### config.mk
export PLATFORM = sky130hd
export DESIGN_NAME = two_touch_rotation_gesture_core
export DESIGN_NICKNAME = d
export VERILOG_FILES = /design/src/hw/rtl/ttrg_pkg.sv /design/src/hw/rtl/two_touch_rotation_gesture_core.sv /design/src/hw/rtl/ttrg_queue.sv /design/src/hw/rtl/ttrg_front.sv /design/src/hw/rtl/ttrg_back.sv
export SDC_FILE = /design/constraint.sdc
export NUM_CORES = 1
export LEC_CHECK = 0
export BUFFER_PORTS_ARGS = -buffer_cell sky130_fd_sc_hd__buf_2
export CAP_MARGIN = 20
export CORE_MARGIN = 4
export CORE_UTILIZATION = 55
export CTS_CLUSTER_SIZE = 10
export DETAILED_ROUTE_END_ITERATION = 10
export PLACE_DENSITY_LB_ADDON = 0.25
export SYNTH_ARGS = -nofsm -noshare
export SYNTH_HDL_FRONTEND = slang
export SYNTH_SLANG_ARGS = --single-unit
### constraint.sdc
create_clock -name clock -period 8.2 [get_ports clock]
set_input_delay 0 -clock clock [delete_from_list [all_inputs] [get_ports clock]]
set_output_delay 0 -clock clock [all_outputs]
set_load 0.01 [all_outputs]
### src/hw/rtl/ttrg_pkg.sv
// ----------------------------------------------------------------------------
// ttrg_pkg: shared types and constants for the rotation gesture core
// Job format between the front and back parts, phase codes, arctan table.
// ----------------------------------------------------------------------------
`default_nettype none

package ttrg_pkg;

   localparam int CoordW = 16;
   localparam int TimeW  = 32;
   localparam int AngW   = 16;
   localparam int CenW   = 17;
   localparam int XyW    = 28;
   localparam int ZW     = 21;

   localparam logic [2:0] PH_UP          = 3'd1;
   localparam logic [2:0] PH_INTERRUPTED = 3'd4;

   localparam logic [1:0] RES_STARTED    = 2'd0;
   localparam logic [1:0] RES_CONTINUING = 2'd1;
   localparam logic [1:0] RES_FINISHED   = 2'd2;
   localparam logic [1:0] RES_CANCELLED  = 2'd3;

   localparam logic       CMD_CANCEL = 1'b1;
   localparam logic       CSR_MIN_EVENTS       = 1'b0;
   localparam logic       CSR_MIN_EVENTS_AFTER = 1'b1;

   localparam logic signed [ZW-1:0]  PI_Q16 = 21'sd205887;
   localparam logic signed [AngW-1:0] PI_Q12 = 16'sd12868;

   typedef enum logic [2:0] {
      MODE_CLEAR    = 3'b001,
      MODE_POSSIBLE = 3'b010,
      MODE_STARTED  = 3'b100
   } mode_type;

   typedef enum logic [2:0] {
      BK_IDLE = 3'b001,
      BK_ROT  = 3'b010,
      BK_DONE = 3'b100
   } back_state_type;

   typedef enum logic {
      JOB_CAPTURE = 1'b0,
      JOB_REPORT  = 1'b1
   } job_kind_type;

   typedef enum logic [1:0] {
      START_KEEP  = 2'd0,
      START_FIRST = 2'd1,
      START_CUR   = 2'd2
   } start_sel_type;

   typedef struct packed {
      job_kind_type            kind;
      start_sel_type           start_sel;
      logic [1:0]              phase;
      logic                    geo;
      logic signed [CoordW-1:0] x1;
      logic signed [CoordW-1:0] y1;
      logic signed [CoordW-1:0] x2;
      logic signed [CoordW-1:0] y2;
      logic [TimeW-1:0]        t;
   } job_type;

   // atan(2^-i) in Q4.16 (21-bit signed), rounded to nearest.
   function automatic logic signed [ZW-1:0] atan_q16(input logic [4:0] i);
      logic signed [ZW-1:0] v;
      begin
         unique case (i)
            5'd0:  v = 21'sd51472;
            5'd1:  v = 21'sd30386;
            5'd2:  v = 21'sd16055;
            5'd3:  v = 21'sd8150;
            5'd4:  v = 21'sd4091;
            5'd5:  v = 21'sd2047;
            5'd6:  v = 21'sd1024;
            5'd7:  v = 21'sd512;
            5'd8:  v = 21'sd256;
            5'd9:  v = 21'sd128;
            5'd10: v = 21'sd64;
            5'd11: v = 21'sd32;
            5'd12: v = 21'sd16;
            5'd13: v = 21'sd8;
            5'd14: v = 21'sd4;
            5'd15: v = 21'sd2;
            5'd16: v = 21'sd1;
            default: v = '0;
         endcase
         return v;
      end
   endfunction

endpackage

`default_nettype wire

### src/hw/rtl/two_touch_rotation_gesture_core.sv
// ----------------------------------------------------------------------------
// two_touch_rotation_gesture_core: two-finger rotation gesture recognizer
// Classifies touch beats, measures the finger angle and reports gestures.
// ----------------------------------------------------------------------------
// Usage. Touch and cancel beats enter on the req_ queue port: a beat is taken
// when req_push is high and req_full is low. Results leave on the rsp_ queue
// port: the oldest result sits on the rsp_ fields while rsp_empty is low and
// is taken when rsp_pop is high. The two thresholds are written through the
// csr_ port while the core is idle.
// The front part classifies each beat in the cycle it arrives and places at
// most one job in a four-entry queue. The back part runs an iterative CORDIC
// arctangent, one rotation per cycle, and takes a new job only when the last
// is done, so that unit sets the sustained rate. With the back part idle, a
// beat's job goes via the queue and the rotations into the result register.
// Reset clears the gesture to the clear state, the thresholds to four and
// empties the queue and result register. If the receiver stalls, the result
// register holds, the back part waits, the queue fills and req_full rises.
// ----------------------------------------------------------------------------
`default_nettype none

module two_touch_rotation_gesture_core
   import ttrg_pkg::*;
#(
   parameter int CORDIC_STEPS = 14
)
(
   input  wire logic              clock,
   input  wire logic              reset,
   input  wire logic              csr_write,
   input  wire logic              csr_index,
   input  wire logic [7:0]        csr_wdata,
   input  wire logic              req_push,
   output logic                   req_full,
   input  wire logic              req_command,
   input  wire logic [3:0]        req_point_count,
   input  wire logic signed [15:0] req_first_x,
   input  wire logic signed [15:0] req_first_y,
   input  wire logic signed [15:0] req_second_x,
   input  wire logic signed [15:0] req_second_y,
   input  wire logic [2:0]        req_first_phase,
   input  wire logic [2:0]        req_second_phase,
   input  wire logic [31:0]       req_event_time,
   output logic                   rsp_empty,
   input  wire logic              rsp_pop,
   output logic [1:0]             rsp_gesture_phase,
   output logic signed [15:0]     rsp_rotation,
   output logic signed [16:0]     rsp_center_x2,
   output logic signed [16:0]     rsp_center_y2,
   output logic [31:0]            rsp_report_time,
   output logic                   rsp_has_geometry
);

   logic    accept, job_valid, q_empty, q_pop;
   job_type job, q_job;

   // A beat is taken only when the queue has room for the job it may make.
   assign accept = req_push && !req_full;

   ttrg_front u_front (
      .clock, .reset, .csr_write, .csr_index, .csr_wdata,
      .accept,
      .command      (req_command),
      .point_count  (req_point_count),
      .first_x      (req_first_x),
      .first_y      (req_first_y),
      .second_x     (req_second_x),
      .second_y     (req_second_y),
      .first_phase  (req_first_phase),
      .second_phase (req_second_phase),
      .event_time   (req_event_time),
      .job_valid,
      .job
   );

   ttrg_queue u_queue (
      .clock, .reset,
      .wr_en  (accept && job_valid),
      .wr_job (job),
      .full   (req_full),
      .rd_en  (q_pop),
      .rd_job (q_job),
      .empty  (q_empty)
   );

   ttrg_back #(.CORDIC_STEPS(CORDIC_STEPS)) u_back (
      .clock, .reset, .q_empty, .q_job, .q_pop,
      .rsp_empty, .rsp_pop, .rsp_gesture_phase, .rsp_rotation,
      .rsp_center_x2, .rsp_center_y2, .rsp_report_time, .rsp_has_geometry
   );

endmodule

`default_nettype wire

### src/hw/rtl/ttrg_queue.sv
// ----------------------------------------------------------------------------
// ttrg_queue: job queue between front and back
// Four-entry first-in first-out buffer of decoded jobs.
// ----------------------------------------------------------------------------
`default_nettype none

module ttrg_queue
   import ttrg_pkg::*;
(
   input  wire logic    clock,
   input  wire logic    reset,
   input  wire logic    wr_en,
   input  wire job_type wr_job,
   output logic         full,
   input  wire logic    rd_en,
   output job_type      rd_job,
   output logic         empty
);

   job_type    mem_ff [4];
   logic [1:0] wp_ff, wp_in, rp_ff, rp_in;
   logic [2:0] cnt_ff, cnt_in;

   assign full   = (cnt_ff == 3'd4);
   assign empty  = (cnt_ff == 3'd0);
   assign rd_job = mem_ff[rp_ff];

   always_comb begin
      wp_in  = wp_ff + 2'd1;
      rp_in  = rp_ff + 2'd1;
      cnt_in = cnt_ff + {2'b0, wr_en} - {2'b0, rd_en};
   end

   always_ff @(posedge clock) begin
      if (wr_en) begin
         mem_ff[wp_ff] <= wr_job;
      end
   end

   always_ff @(posedge clock) begin
      if (reset) begin
         wp_ff  <= '0;
         rp_ff  <= '0;
         cnt_ff <= '0;
      end else begin
         if (wr_en) wp_ff <= wp_in;
         if (rd_en) rp_ff <= rp_in;
         cnt_ff <= cnt_in;
      end
   end

endmodule

`default_nettype wire

### src/hw/rtl/ttrg_front.sv
// ----------------------------------------------------------------------------
// ttrg_front: gesture state machine
// Accepts events, tracks the buffered count and last event, issues jobs.
// ----------------------------------------------------------------------------
`default_nettype none

module ttrg_front
   import ttrg_pkg::*;
(
   input  wire logic              clock,
   input  wire logic              reset,
   input  wire logic              csr_write,
   input  wire logic              csr_index,
   input  wire logic [7:0]        csr_wdata,
   input  wire logic              accept,
   input  wire logic              command,
   input  wire logic [3:0]        point_count,
   input  wire logic signed [CoordW-1:0] first_x,
   input  wire logic signed [CoordW-1:0] first_y,
   input  wire logic signed [CoordW-1:0] second_x,
   input  wire logic signed [CoordW-1:0] second_y,
   input  wire logic [2:0]        first_phase,
   input  wire logic [2:0]        second_phase,
   input  wire logic [TimeW-1:0]  event_time,
   output logic                   job_valid,
   output job_type                job
);

   logic [7:0]  min_ev_ff, min_after_ff;
   mode_type    mode_ff, mode_in;
   logic [7:0]  held_ff, held_in, held_inc;
   logic signed [CoordW-1:0] lx1_ff, ly1_ff, lx2_ff, ly2_ff;
   logic [TimeW-1:0] lt_ff;
   logic        store;
   logic        two, any_up;

   always_comb begin
      held_inc  = (held_ff == 8'hFF) ? held_ff : held_ff + 8'd1;
      two       = (point_count == 4'd2);
      any_up    = (first_phase == PH_UP) || (second_phase == PH_UP);
      mode_in   = mode_ff;
      held_in   = held_ff;
      store     = 1'b0;
      job_valid = 1'b0;
      job.kind      = JOB_REPORT;
      job.start_sel = START_KEEP;
      job.phase     = RES_CANCELLED;
      job.geo       = 1'b1;
      job.x1        = first_x;
      job.y1        = first_y;
      job.x2        = second_x;
      job.y2        = second_y;
      job.t         = event_time;
      if (command == CMD_CANCEL) begin
         if (mode_ff != MODE_CLEAR && held_ff != 8'd0) begin
            job_valid = 1'b1;
            job.x1 = lx1_ff; job.y1 = ly1_ff; job.x2 = lx2_ff; job.y2 = ly2_ff;
            job.t  = lt_ff;
            mode_in = MODE_CLEAR;
            held_in = '0;
         end
      end else begin
         unique case (mode_ff)
            MODE_CLEAR: begin
               if (two) begin
                  mode_in   = MODE_POSSIBLE;
                  held_in   = 8'd1;
                  store     = 1'b1;
                  job_valid = 1'b1;
                  job.kind  = JOB_CAPTURE;
               end
            end
            MODE_POSSIBLE: begin
               if (!two || any_up || first_phase == PH_INTERRUPTED) begin
                  mode_in = MODE_CLEAR;
                  held_in = '0;
               end else begin
                  store   = 1'b1;
                  held_in = held_inc;
                  if (held_inc >= min_ev_ff) begin
                     held_in = '0;
                     if (min_ev_ff == 8'd0) begin
                        mode_in = MODE_CLEAR;
                     end else begin
                        mode_in       = MODE_STARTED;
                        job_valid     = 1'b1;
                        job.phase     = RES_STARTED;
                        job.start_sel = (min_ev_ff == 8'd1) ? START_CUR : START_FIRST;
                     end
                  end
               end
            end
            default: begin
               if (first_phase == PH_INTERRUPTED) begin
                  job_valid = 1'b1;
                  job.geo   = 1'b0;
                  mode_in   = MODE_CLEAR;
                  held_in   = '0;
               end else if (!two) begin
                  job_valid = 1'b1;
                  if (held_ff != 8'd0) begin
                     job.phase = RES_FINISHED;
                     job.x1 = lx1_ff; job.y1 = ly1_ff; job.x2 = lx2_ff; job.y2 = ly2_ff;
                  end else begin
                     job.geo = 1'b0;
                  end
                  mode_in = MODE_CLEAR;
                  held_in = '0;
               end else begin
                  store   = 1'b1;
                  held_in = held_inc;
                  if (any_up) begin
                     job_valid = 1'b1;
                     job.phase = RES_FINISHED;
                     mode_in   = MODE_CLEAR;
                     held_in   = '0;
                  end else if (held_inc >= min_after_ff) begin
                     job_valid = 1'b1;
                     job.phase = RES_CONTINUING;
                     held_in   = '0;
                  end
               end
            end
         endcase
      end
   end

   always_ff @(posedge clock) begin
      if (accept && store) begin
         lx1_ff <= first_x;
         ly1_ff <= first_y;
         lx2_ff <= second_x;
         ly2_ff <= second_y;
         lt_ff  <= event_time;
      end
   end

   always_ff @(posedge clock) begin
      if (reset) begin
         min_ev_ff    <= 8'd4;
         min_after_ff <= 8'd4;
         mode_ff      <= MODE_CLEAR;
         held_ff      <= '0;
      end else begin
         if (csr_write && csr_index == CSR_MIN_EVENTS) min_ev_ff <= csr_wdata;
         if (csr_write && csr_index == CSR_MIN_EVENTS_AFTER) min_after_ff <= csr_wdata;
         if (accept) begin
            mode_ff <= mode_in;
            held_ff <= held_in;
         end
      end
   end

endmodule

`default_nettype wire

### src/hw/rtl/ttrg_back.sv
// ----------------------------------------------------------------------------
// ttrg_back: angle unit and result register
// Iterative CORDIC arctangent, start-angle bookkeeping and the result beat.
// ----------------------------------------------------------------------------
`default_nettype none

module ttrg_back
   import ttrg_pkg::*;
#(
   parameter int CORDIC_STEPS = 14
)
(
   input  wire logic      clock,
   input  wire logic      reset,
   input  wire logic      q_empty,
   input  wire job_type   q_job,
   output logic           q_pop,
   output logic           rsp_empty,
   input  wire logic      rsp_pop,
   output logic [1:0]     rsp_gesture_phase,
   output logic signed [AngW-1:0] rsp_rotation,
   output logic signed [CenW-1:0] rsp_center_x2,
   output logic signed [CenW-1:0] rsp_center_y2,
   output logic [TimeW-1:0] rsp_report_time,
   output logic           rsp_has_geometry
);

   localparam int StepW = $clog2(CORDIC_STEPS + 1);

   back_state_type state_ff, state_in;
   job_type    job_ff;
   logic signed [XyW-1:0] x_ff, y_ff, x_in, y_in, lx, ly, sx, sy;
   logic signed [ZW-1:0]  z_ff, z_in, lz, zr;
   logic [StepW-1:0] step_ff;
   logic       zero_ff;
   logic signed [AngW-1:0] first_ff, start_ff, r_ang;
   logic       out_valid_ff, out_load;

   always_comb begin
      lx = (XyW'(q_job.x2) - XyW'(q_job.x1)) <<< 8;
      ly = (XyW'(q_job.y2) - XyW'(q_job.y1)) <<< 8;
      lz = '0;
      if (lx < 0) begin
         lz = (ly >= 0) ? PI_Q16 : -PI_Q16;
         lx = -lx;
         ly = -ly;
      end
      sx = x_ff >>> step_ff;
      sy = y_ff >>> step_ff;
      if (y_ff > 0) begin
         x_in = x_ff + sy;
         y_in = y_ff - sx;
         z_in = z_ff + atan_q16(5'(step_ff));
      end else begin
         x_in = x_ff - sy;
         y_in = y_ff + sx;
         z_in = z_ff - atan_q16(5'(step_ff));
      end
      zr = (z_ff + 21'sd8) >>> 4;
      if (zero_ff) r_ang = '0;
      else if (zr > ZW'(PI_Q12)) r_ang = PI_Q12;
      else if (zr < -ZW'(PI_Q12)) r_ang = -PI_Q12;
      else r_ang = zr[AngW-1:0];
   end

   assign out_load = (state_ff == BK_DONE) && (job_ff.kind == JOB_REPORT)
                     && (!out_valid_ff || rsp_pop);
   assign q_pop     = (state_ff == BK_IDLE) && !q_empty;
   assign rsp_empty = !out_valid_ff;

   always_comb begin
      state_in = state_ff;
      unique case (state_ff)
         BK_IDLE: if (!q_empty) state_in = BK_ROT;
         BK_ROT:  if (step_ff == StepW'(CORDIC_STEPS - 1)) state_in = BK_DONE;
         BK_DONE: if (job_ff.kind == JOB_CAPTURE || out_load) state_in = BK_IDLE;
         default: state_in = BK_IDLE;
      endcase
   end

   always_ff @(posedge clock) begin
      if (q_pop) begin
         job_ff  <= q_job;
         x_ff    <= lx;
         y_ff    <= ly;
         z_ff    <= lz;
         step_ff <= '0;
         zero_ff <= (q_job.x2 == q_job.x1) && (q_job.y2 == q_job.y1);
      end else if (state_ff == BK_ROT) begin
         x_ff    <= x_in;
         y_ff    <= y_in;
         z_ff    <= z_in;
         step_ff <= step_ff + 1'b1;
      end
      if (out_load) begin
         rsp_gesture_phase <= job_ff.phase;
         rsp_report_time   <= job_ff.t;
         rsp_has_geometry  <= job_ff.geo;
         if (job_ff.geo) begin
            unique case (job_ff.start_sel)
               START_FIRST: rsp_rotation <= r_ang - first_ff;
               START_CUR:   rsp_rotation <= '0;
               default:     rsp_rotation <= r_ang - start_ff;
            endcase
            rsp_center_x2 <= CenW'(job_ff.x1) + CenW'(job_ff.x2);
            rsp_center_y2 <= CenW'(job_ff.y1) + CenW'(job_ff.y2);
         end else begin
            rsp_rotation  <= '0;
            rsp_center_x2 <= '0;
            rsp_center_y2 <= '0;
         end
      end
   end

   always_ff @(posedge clock) begin
      if (reset) begin
         state_ff     <= BK_IDLE;
         out_valid_ff <= 1'b0;
         first_ff     <= '0;
         start_ff     <= '0;
      end else begin
         state_ff <= state_in;
         if (out_load) out_valid_ff <= 1'b1;
         else if (rsp_pop) out_valid_ff <= 1'b0;
         if (state_ff == BK_DONE && job_ff.kind == JOB_CAPTURE) first_ff <= r_ang;
         if (out_load && job_ff.start_sel == START_FIRST) start_ff <= first_ff;
         if (out_load && job_ff.start_sel == START_CUR) start_ff <= r_ang;
      end
   end

endmodule

`default_nettype wire

**Word level (Yosys, flattened, before mapping)**

Memory sizes are Yosys's and may differ from the RTL's. A register that Yosys moved wholly into a read port is not among the register bits.
Cells that the tools add are included.
W data, S select, Z words.

- Word-level logic and storage cells: 222
- Input bits: 121
- Bits in read-only memories: 512
- Output and inout port bits: 87
- Memories kept: 3
- Bits in writable memories: 408
- Register bits: 435

Memories:

| memory | depth | width | rd ports | clocked after memory_dff | wr ports | RTL line | RTL |
|---|---|---|---|---|---|---|---|
| u_queue.mem_ff | 4 | 102 | 1 | 1 | 1 | ttrg_queue.sv:20 | `job_type mem_ff [4];` |
| (no name shown) | 16 | 16 | 1 | 1 | 0 | ttrg_pkg.sv:70 | `unique case (i)` |
| (no name shown) | 16 | 16 | 1 | 1 | 0 | ttrg_pkg.sv:70 |  |

- Magnitude comparators: 7
- Muxes and demuxes: 94
- Reductions and logical operators: 32
- Shift operators: 2
- Bitwise logic cells: 2
- Equal/unequal tests: 25
- $add $sub $neg: 21

Operator list:

| kind | count |
|---|---|
| $mux W28 | 8 |
| $mux W64 | 3 |
| $mux W21 | 7 |
| $mux W65 | 2 |
| $mux W96 | 1 |
| $mux W16 | 5 |
| $mux W8 | 10 |
| $add A28 B28 Y28 | 2 |
| $neg A25 Y28 | 2 |
| $sshr A28 B4 Y28 | 2 |
| $sub A28 B28 Y28 | 2 |
| $mux W3 | 12 |
| $add A16 B16 Y17 | 2 |
| $sub A16 B16 Y17 | 2 |
| $eq A16 B16 Y1 | 2 |
| $mux W32 | 1 |
| $pmux W16 S2 | 1 |
| $sub A16 B16 Y16 | 2 |
| $gt A28 B1 Y1 const B | 1 |
| $mux W4 | 7 |
| $ge A25 B1 Y1 const B | 1 |
| $lt A25 B1 Y1 const B | 1 |
| $mux W1 | 22 |
| $add A21 B21 Y21 | 1 |
| other kinds (43) | 84 |

**Depth between registers and ports, before layout**

Gate-level depths: netlist of run 1.

- Depth after elaboration: 12
- Mapped depth: 25
- Gate-level depth less buffers: 23

**Hierarchy**

A second synthesis of run 1 with hierarchy kept.

- Cells, all modules: 3504
- Area, all modules: 45298.4 um^2

By module, submodules not included:

| module | instances | area each (um^2) | cells an instance | seq. area each (um^2) |
|---|---|---|---|---|
| ttrg_back | 1 | 24203.2 | 2489 | 9078.7 |
| ttrg_queue | 1 | 15150.8 | 574 | 12431.9 |
| ttrg_front | 1 | 5929.4 | 439 | 3423.3 |
| two_touch_rotation_gesture_core | 1 | 15.0 | 2 | 0.0 |

**Worst setup path before layout of run 1**

No wires, ideal clock.

- Kind: reg-to-reg
- Start: reg u_front.mode_ff[1]
- End: reg u_front.lt_ff[0] (enable)
- Arrival time: 5857 ps
- Path slack: 1761 ps
- Data required time: 7618 ps
- Period minus slack after synthesis: 6439 ps
- Setup time: 582 ps
- Stages on the path, launching flop included: 7
- Path buffers: 1
- Path through: dfxtp_1 nand2b_1 nand2b_1 clkbuf_1 nor2_1 or3_1 a21oi_1

- Longest elaborated chain between the ends: 4
- Elaborated cells on any way between the ends: 5
- Those cells by class: eq/ne: 2; mux: 2; reduce/logical: 1

Ends and longest elaborated chain:

| what | RTL line | RTL |
|---|---|---|
| start: declaration | ttrg_front.sv:30 | `mode_type mode_ff, mode_in;` |
| start signal: assignment | ttrg_front.sv:148 | `mode_ff <= mode_in;` |
| $eq A3 B2 Y1 / $eq A3 B1 Y1 (equally long branches) | ttrg_front.sv:63 | `unique case (mode_ff)` |
| $pmux W1 S2 * | ttrg_front.sv:63 |  |
| $mux W1 * | ttrg_front.sv:54 | `if (command == CMD_CANCEL) begin` |
| $logic_and A1 B1 Y1 * | ttrg_front.sv:129 | `if (accept && store) begin` |
| end signal: assignment | ttrg_front.sv:134 | `lt_ff <= event_time;` |
| end: declaration | ttrg_front.sv:33 | `logic [TimeW-1:0] lt_ff;` |

Every way passes the cells marked *; elsewhere a longest branch is shown, timed or not.
A chain may end at the register's enable or synchronous reset.

**Worst setup path in the final report of run 1**

- Start: reg u_back.step_ff[1]
- End: reg u_back.y_ff[27] (data pin)

- Longest elaborated chain between the ends: 5
- Elaborated cells on any way between the ends: 6
- Those cells by class: add/sub: 2; shift: 1; mux: 3

Ends and longest elaborated chain:

| what | RTL line | RTL |
|---|---|---|
| start: declaration | ttrg_back.sv:34 | `logic [StepW-1:0] step_ff;` |
| start signal: assignment | ttrg_back.sv:93 | `step_ff <= step_ff + 1'b1;` |
| $sshr A28 B4 Y28 * | ttrg_back.sv:48 | `sx = x_ff >>> step_ff;` |
| $add A28 B28 Y28 / $sub A28 B28 Y28 (equally long branches) | ttrg_back.sv:56, ttrg_back.sv:52 |  |
| $mux W28 * | ttrg_back.sv:50 | `if (y_ff > 0) begin` |
| $mux W28 * | ttrg_back.sv:89 | `end else if (state_ff == BK_ROT) begin` |
| $mux W28 * | ttrg_back.sv:82 | `if (q_pop) begin` |
| end signal: assignment | ttrg_back.sv:85 | `y_ff <= ly;` |
| end signal: assignment | ttrg_back.sv:91 | `y_ff <= y_in;` |
| end: declaration | ttrg_back.sv:32 | `logic signed [XyW-1:0] x_ff, y_ff, x_in, y_in, lx, ly, sx, sy;` |

Every way passes the cells marked *; elsewhere a longest branch is shown, timed or not. The select of a mux whose other input is x is not followed.

==> flow_metrics.py, run 1 <==
metrics = {
    "sta": {
        "fmax_ghz": 0.167,
        "rsz0062_at_grt": "false",
        "finalCriticalPeriod_ps": 5970,
        "slew_viol_final": 0,
        "finalSetupViolCount": 0,
        "hold_viol": 0,
        "slew_headroom": 0.291,
        "setup_tns_ps": 0,
        "worstMarginPinSlew_ps": 1060,
        "skew_ps": 81.4,
        "finalCritPeriodShare": 0.728,
    },
    "logic_synthesis": {
        "synth_mux_area_frac": 0.128,
        "yosys_most_used_dff": "edfxtp_1",
        "synth_cells": 3453,
        "async_flop_share": 0,
        "synth_fp_nets": 3775,
        "yosysSeqAreaShare": 0.555,
        "synth_top_family_by_area": "multiplexers",
        "synth_compound_area_frac": 0.0998,
        "synthesis.area_sq_um": 45000,
        "synthAdderAreaFrac": 0.0574,
        "yosysWarnings": 0,
        "synth-simple-area-share": 0.0908,
        "synth_top_cell_by_area": "edfxtp_1",
        "synth_xor_area_frac": 0.0438,
        "synth_top_area_share": 0.514,
        "synth_edf_count": 769,
        "ys_ff_latch": 861,
        "yosys-top-cells-area": "edfxtp_1, mux4_2, ha_1",
        "syn_area_per_cell_sq_um": 13.0,
        "synth_cell_type_count": 90,
    },
    "floorplan": {
        "row_count": 104,
        "die_height_um": 294,
        "dieWidth_um": 294,
        "core_area_sq_um": 80800,
        "initial_utilization": 0.556,
        "ioPinCount": 208,
        "die_area_sq_um": 86400,
    },
    "layout": {
        "stdcell_count": 4910,
        "multi_input_area_sq_um": 18900,
        "final_common_cell": "edfxtp_1",
        "layout.nets": 4103,
        "syn_to_final_growth_pct": 14.2,
        "final_util": 0.635,
        "drive_gt1_frac": 0.180,
        "final_cell_mix": "edfxtp_1, nor2_1, a21oi_1",
        "fillers": 5873,
        "seqCellArea_sq_um": 24900,
    },
    "detailed_routing": {
        "first_iter_violations": 2565,
        "vias": 29900,
        "final_antenna_net_count": 0,
        "wl_um": 108000,
        "route.detailed.drc": 0,
        "viasPerCell": 6.09,
        "first_pass_iters": 5,
        "post_drt_wl_per_cell_um": 21.9,
    },
    "worst_setup_path": {
        "startpoint_type": "flop",
        "critPathRequiredTime_ps": 8560,
        "worst-r2r-cell-count": 20,
        "critPathLaunch": "u_back.step_ff[1]",
        "r2r-end": "u_back.y_ff[27]",
        "crit_type": "flop to flop",
        "critPathArrivalTime_ps": 6330,
        "path_max_fanout": 53,
        "rr_startpoint": "u_back.step_ff[1]",
        "cp-end-kind": "flop",
        "rrSetupSlack_ps": 2230,
    },
    "pwr": {
        "irDropWorstVdd_v": 0.000220,
        "finalPower_mw": 22.2,
        "power.internal_mw": 13.1,
        "power.share.clock": 0.181,
        "p_sw_frac": 0.407,
        "leakage_nw": 18.4,
        "combPwrFrac": 0.515,
        "p_seq_frac": 0.304,
        "p_switching_mw": 9.03,
        "powerDensity_nw_per_um2": 432,
    },
    "clocking": {
        "cts_tree": "built",
        "cts_resized": 0,
        "htree_num_levels": 3,
        "clockRootBuffer": "clkbuf_16",
        "cts.path.max_buffers": 3,
        "cts_sinks": 861,
        "post_cts.repair.setup_buffers": 0,
        "cts-hold-fix-buffers": 134,
        "numCtsBuffers": 99,
        "clkTransAtPathRegs_ps": 60,
        "clk_latency_ps": 690,
    },
    "global_route": {
        "grt_pass1_wl_um": 168000,
        "grtUsageTotal": 0.247,
        "overflow": 0,
        "antenna_found_initial": 7,
        "grt_pass1_vias": 29500,
        "grt_max_degree": 114,
    },
    "place": {
        "port_buffers": 207,
        "dp_hpwl_um": 69700,
        "gp_congestion": 0.881,
        "place_inst": 4605,
    },
    "worst_hold_path": {
        "worstHoldStart": "req_event_time[1]",
        "holdPathStages": 2,
        "min_to": "u_front.lt_ff[1]",
        "hold_class": "input pin to flop",
    },
    "outcome": {
        "run_status": "finished clean",
    },
    "flow_run": {
        "max-cap-violations": 0,
    },
}
[flip-flops by register name (all words and copies together) (netlist names), 16 cells and up, named ones only]
signal,flops
u_back.rsp_center_x2,17
u_back.rsp_report_time,32
u_back.rsp_center_y2,17
u_back.first_ff,16
u_back.y_ff,28
u_front.ly2_ff,16
u_back.x_ff,28
u_front.lx1_ff,16
u_queue.mem_ff,408
u_back.job_ff,102
u_front.ly1_ff,16
u_front.lt_ff,32
u_back.start_ff,16
u_back.rsp_rotation,16
u_front.lx2_ff,16
u_back.z_ff,21
[kinds of logic after synthesis]
group | after synthesis
DFF | 861
and+or+nand+nor | 813
AOI/OAI and AO/OA | 708
muxes | 357
buffers and inverters | 288
xor gates and xnor gates | 225
adders and majority gates | 201
[routing by layer]
layer	part of all wire	global-route usage	vias up
li1	-	-	13900
met1	0.43	0.342	14700
met2	0.48	0.405	1102
met3	0.068	0.0440	196
met4	0.028	0.0738	4
met5	0.00021	0	-
[stage by stage]
step,hold WS [ps],area [sq um],worst slack [ps]
final,35.1,51300,2230
after global routing,20.9,51300,1620
after CTS,1.19,51300,2300
after detailed placement,192,47000,2310
after global placement,191,47000,2350
after floorplan,98.9,45000,1760
[worst max-delay path by stage]
stage	endpoint	slack, ps
final	u_back.y_ff[27]	2230
after detailed placement	u_back.y_ff[27]	2310
after global routing	u_back.y_ff[27]	1620
after CTS	u_back.x_ff[27]	2300
after floorplan	u_front.lt_ff[0]	1760
after global placement	u_back.x_ff[27]	2350
[power groups by stage]
stage	clock network, mW	logic (mW)	registers, mW
floorplan	0	8.93	6.41
global route	4.29	12.7	6.79
finish	4.02	11.4	6.73
CTS	4.08	11.3	6.71
global placement	0	11.0	6.77
detailed placement	0	11.2	6.79
[cell usage after synthesis, types with 102 or more instances]
library cell / instances
nor2_1: 216
o21ai_0: 151
xnor2_1: 123
inv_1: 135
xor2_1: 102
mux4_2: 156
mux2_2: 122
edfxtp_1: 769
nand2_1: 194
ha_1: 192
a21oi_1: 213
[worst max-delay path, cell delays in order, from the launching register on]
cell     delay, ps
dfxtp_2        650
buf_4          590
inv_1          440
mux4_2         570
o21ba_2        280
and3b_1        210
nand3_1        130
nor2_1         250
a31oi_1        130
xor2_1         170
ha_1           340
a21o_1         180
a21o_1         160
a21oi_1        240
nand2_1         80
a21oi_1        280
o41ai_1        130
o41ai_1        430
o21ai_0        170
xor2_1         180
o21ai_1         70
[layout make-up]
type / count / share of cell area
diodes: 5 / 0.000244
clock buffers: 149 / 0.0523
clock inverters: 16 / 0.00500
inverters: 139 / 0.0103
multi-input cells: 2304 / 0.368
flip-flops and latches: 861 / 0.486
well taps: 1060 / 0.0258
repair buffers: 376 / 0.0519
Note: power is estimated with default switching activity, not from simulation.
==> inputs of run 2 (changes only) <==
Clock period 8.2 ns to 5.5 ns, I/O delays scaled along.
==> run 2 against run 1 <==
Effect of this change: worst setup slack got worse by 2000 ps; largest cell class unchanged; final cell count rose by 1.2%; fmax is 12% higher; highest routed layer unchanged; register-to-register slack worse by 2000 ps; sequential share of layout area decreased by 0.78 points; critical path type unchanged; worst hold slack lost 2.2 ps; non-clock buffer count up 82.
==> flow_metrics.py, run 2 (same netlist as run 1, synthesis figures left out) <==
metrics = {
    "outcome": {
        "run_status": "finished clean",
    },
    "worst_setup_path": {
        "critPathArrivalTime_ps": 5650,
        "crit_type": "flop to flop",
        "cp-end-kind": "flop",
        "critPathRequiredTime_ps": 5840,
        "path_max_fanout": 8,
        "startpoint_type": "flop",
    },
    "place": {
        "port_buffers": 207,
        "place_inst": 4670,
        "gp_congestion": 0.908,
        "dp_hpwl_um": 72400,
    },
    "floorplan": {
        "core_area_sq_um": 80800,
        "dieWidth_um": 294,
        "ioPinCount": 208,
        "die_height_um": 294,
        "die_area_sq_um": 86400,
        "initial_utilization": 0.556,
        "row_count": 104,
    },
    "sta": {
        "skew_ps": 82.4,
        "finalCriticalPeriod_ps": 5310,
        "hold_viol": 0,
        "finalCritPeriodShare": 0.966,
        "holdWs_ps": 32.9,
        "fmax_ghz": 0.188,
        "worstMarginPinSlew_ps": 1060,
        "slew_headroom": 0.295,
        "slew_viol_final": 0,
        "rsz0062_at_grt": "true",
        "finalSetupViolCount": 0,
    },
    "global_route": {
        "grt_max_degree": 98,
        "antenna_found_initial": 4,
        "grt_pass1_wl_um": 171000,
        "overflow": 0,
        "grtUsageTotal": 0.253,
        "grt_pass1_vias": 29700,
    },
    "layout": {
        "fillers": 5835,
        "final_common_cell": "edfxtp_1",
        "reg_top3": "u_queue.mem_ff (408), u_back.job_ff (102)",
        "largest_register": "u_queue.mem_ff",
        "stdcell_count": 4971,
        "syn_to_final_growth_pct": 16.1,
        "largest_reg_flops": 408,
        "layout.nets": 4185,
        "final_cell_mix": "edfxtp_1, nor2_1, buf_2",
        "drive_gt1_frac": 0.204,
        "final_util": 0.646,
    },
    "pwr": {
        "p_switching_mw": 13.8,
        "combPwrFrac": 0.535,
        "p_sw_frac": 0.406,
        "power.internal_mw": 20.1,
        "irDropWorstVdd_v": 0.000431,
        "p_seq_frac": 0.288,
        "powerDensity_nw_per_um2": 650,
        "power.share.clock": 0.177,
        "leakage_nw": 18.8,
    },
    "clocking": {
        "cts.path.max_buffers": 3,
        "numCtsBuffers": 99,
        "clk_latency_ps": 690,
        "cts_sinks": 861,
        "cts_tree": "built",
        "clkTransAtPathRegs_ps": 60,
        "clockRootBuffer": "clkbuf_16",
        "htree_num_levels": 3,
    },
    "detailed_routing": {
        "wl_met3_um": 6790,
        "final_antenna_net_count": 0,
        "wl_met2_um": 53400,
        "post_drt_wl_per_cell_um": 22.2,
        "first_iter_violations": 2860,
        "vias": 30200,
        "wl_um": 110000,
        "met1Wirelength_um": 47800,
        "route.detailed.drc": 0,
        "first_pass_iters": 5,
        "dr.max_layer_used": "met5",
        "viasPerCell": 6.07,
    },
    "flow_run": {
        "max-cap-violations": 0,
    },
    "worst_hold_path": {
        "hold_class": "input pin to flop",
    },
}
run 2: changes by cell type in the layout (fill, tap and decap cells not counted), sizes merged:
cell / change
clkinv: -4
diode: -3
buf: +80
bufinv: +2
inv: -1
clkbuf: -13
run 2: worst max-delay path: stages, from the launching register on:
cell	delay, ps
dfxtp_4	380
clkbuf_4	210
buf_4	130
mux4_1	590
mux4_2	570
nor3b_2	260
and3_4	250
nand3_1	110
or3b_4	450
inv_2	70
a21o_1	130
xnor2_1	120
o21ai_1	80
ha_1	350
and4_2	300
a21o_1	150
a31oi_2	60
and3_1	220
o41ai_2	370
xnor2_1	170
nor2_1	50
run 2: worst paths after layout:
check / end / slack, ps / startpoint / cells past startpoint
setup / recovery: u_back.x_ff[27] / 190 / u_back.step_ff[0] / 20
hold / removal: u_front.lt_ff[23] / 30 / req_event_time[23] / 2
setup reg to reg: u_back.x_ff[27] / 190 / u_back.step_ff[0] / 20
hold reg to reg: u_back.rsp_report_time[8] / 410 / u_back.job_ff[8] / 0
run 2: layout make-up:
class | count | area (sq um) | area share
Timing Repair Buffer | 458 | 3380 | 0.0649
Sequential cell | 861 | 25000 | 0.478
Clock inverter | 13 | 290 | 0.00556
Multi-Input combinational cell | 2304 | 19000 | 0.365
Tap cell | 1060 | 1330 | 0.0254
Antenna cell | 2 | 5.00 | 0.0000959
Inverter | 139 | 529 | 0.0101
Clock buffer | 134 | 2650 | 0.0508
run 2: through the flow:
stage	worst slack, ps	cell area [sq um]	TNS (ps)	total power, mW
after CTS	41.9	51900	0	33.7
after global routing	-54.2	52200	-181	36.3
after detailed placement	-40.9	47600	-78.5	27.4
final	190	52200	0	33.9
after global placement	99.8	47600	0	27.2
after floorplan	18.6	45000	0	22.8
run 2: power groups by stage:
stage / Clock [mW] / Sequential (mW) / Combinational [mW]
after global placement: 0 / 9.84 / 17.3
after CTS: 6.11 / 9.74 / 17.8
final: 6.01 / 9.76 / 18.2
after floorplan: 0 / 9.52 / 13.3
after detailed placement: 0 / 9.86 / 17.5
after global routing: 6.40 / 9.84 / 20.1
run 2: per-layer routing:
metal	vias to the layer above	GRT usage
li1	14100	-
met1	14900	0.362
met2	1053	0.420
met3	153	0.0312
met4	2	0.0590
met5	-	0
run 2: repair_timing:
action,4_1_cts,5_1_grt
hold buffers,134,0
endpoints found under the setup margin,3,74
pin swaps,0,3
setup buffers,5,12
gates cloned,0,1
gates resized for setup,2,36
endpoints found under the hold margin,523,0
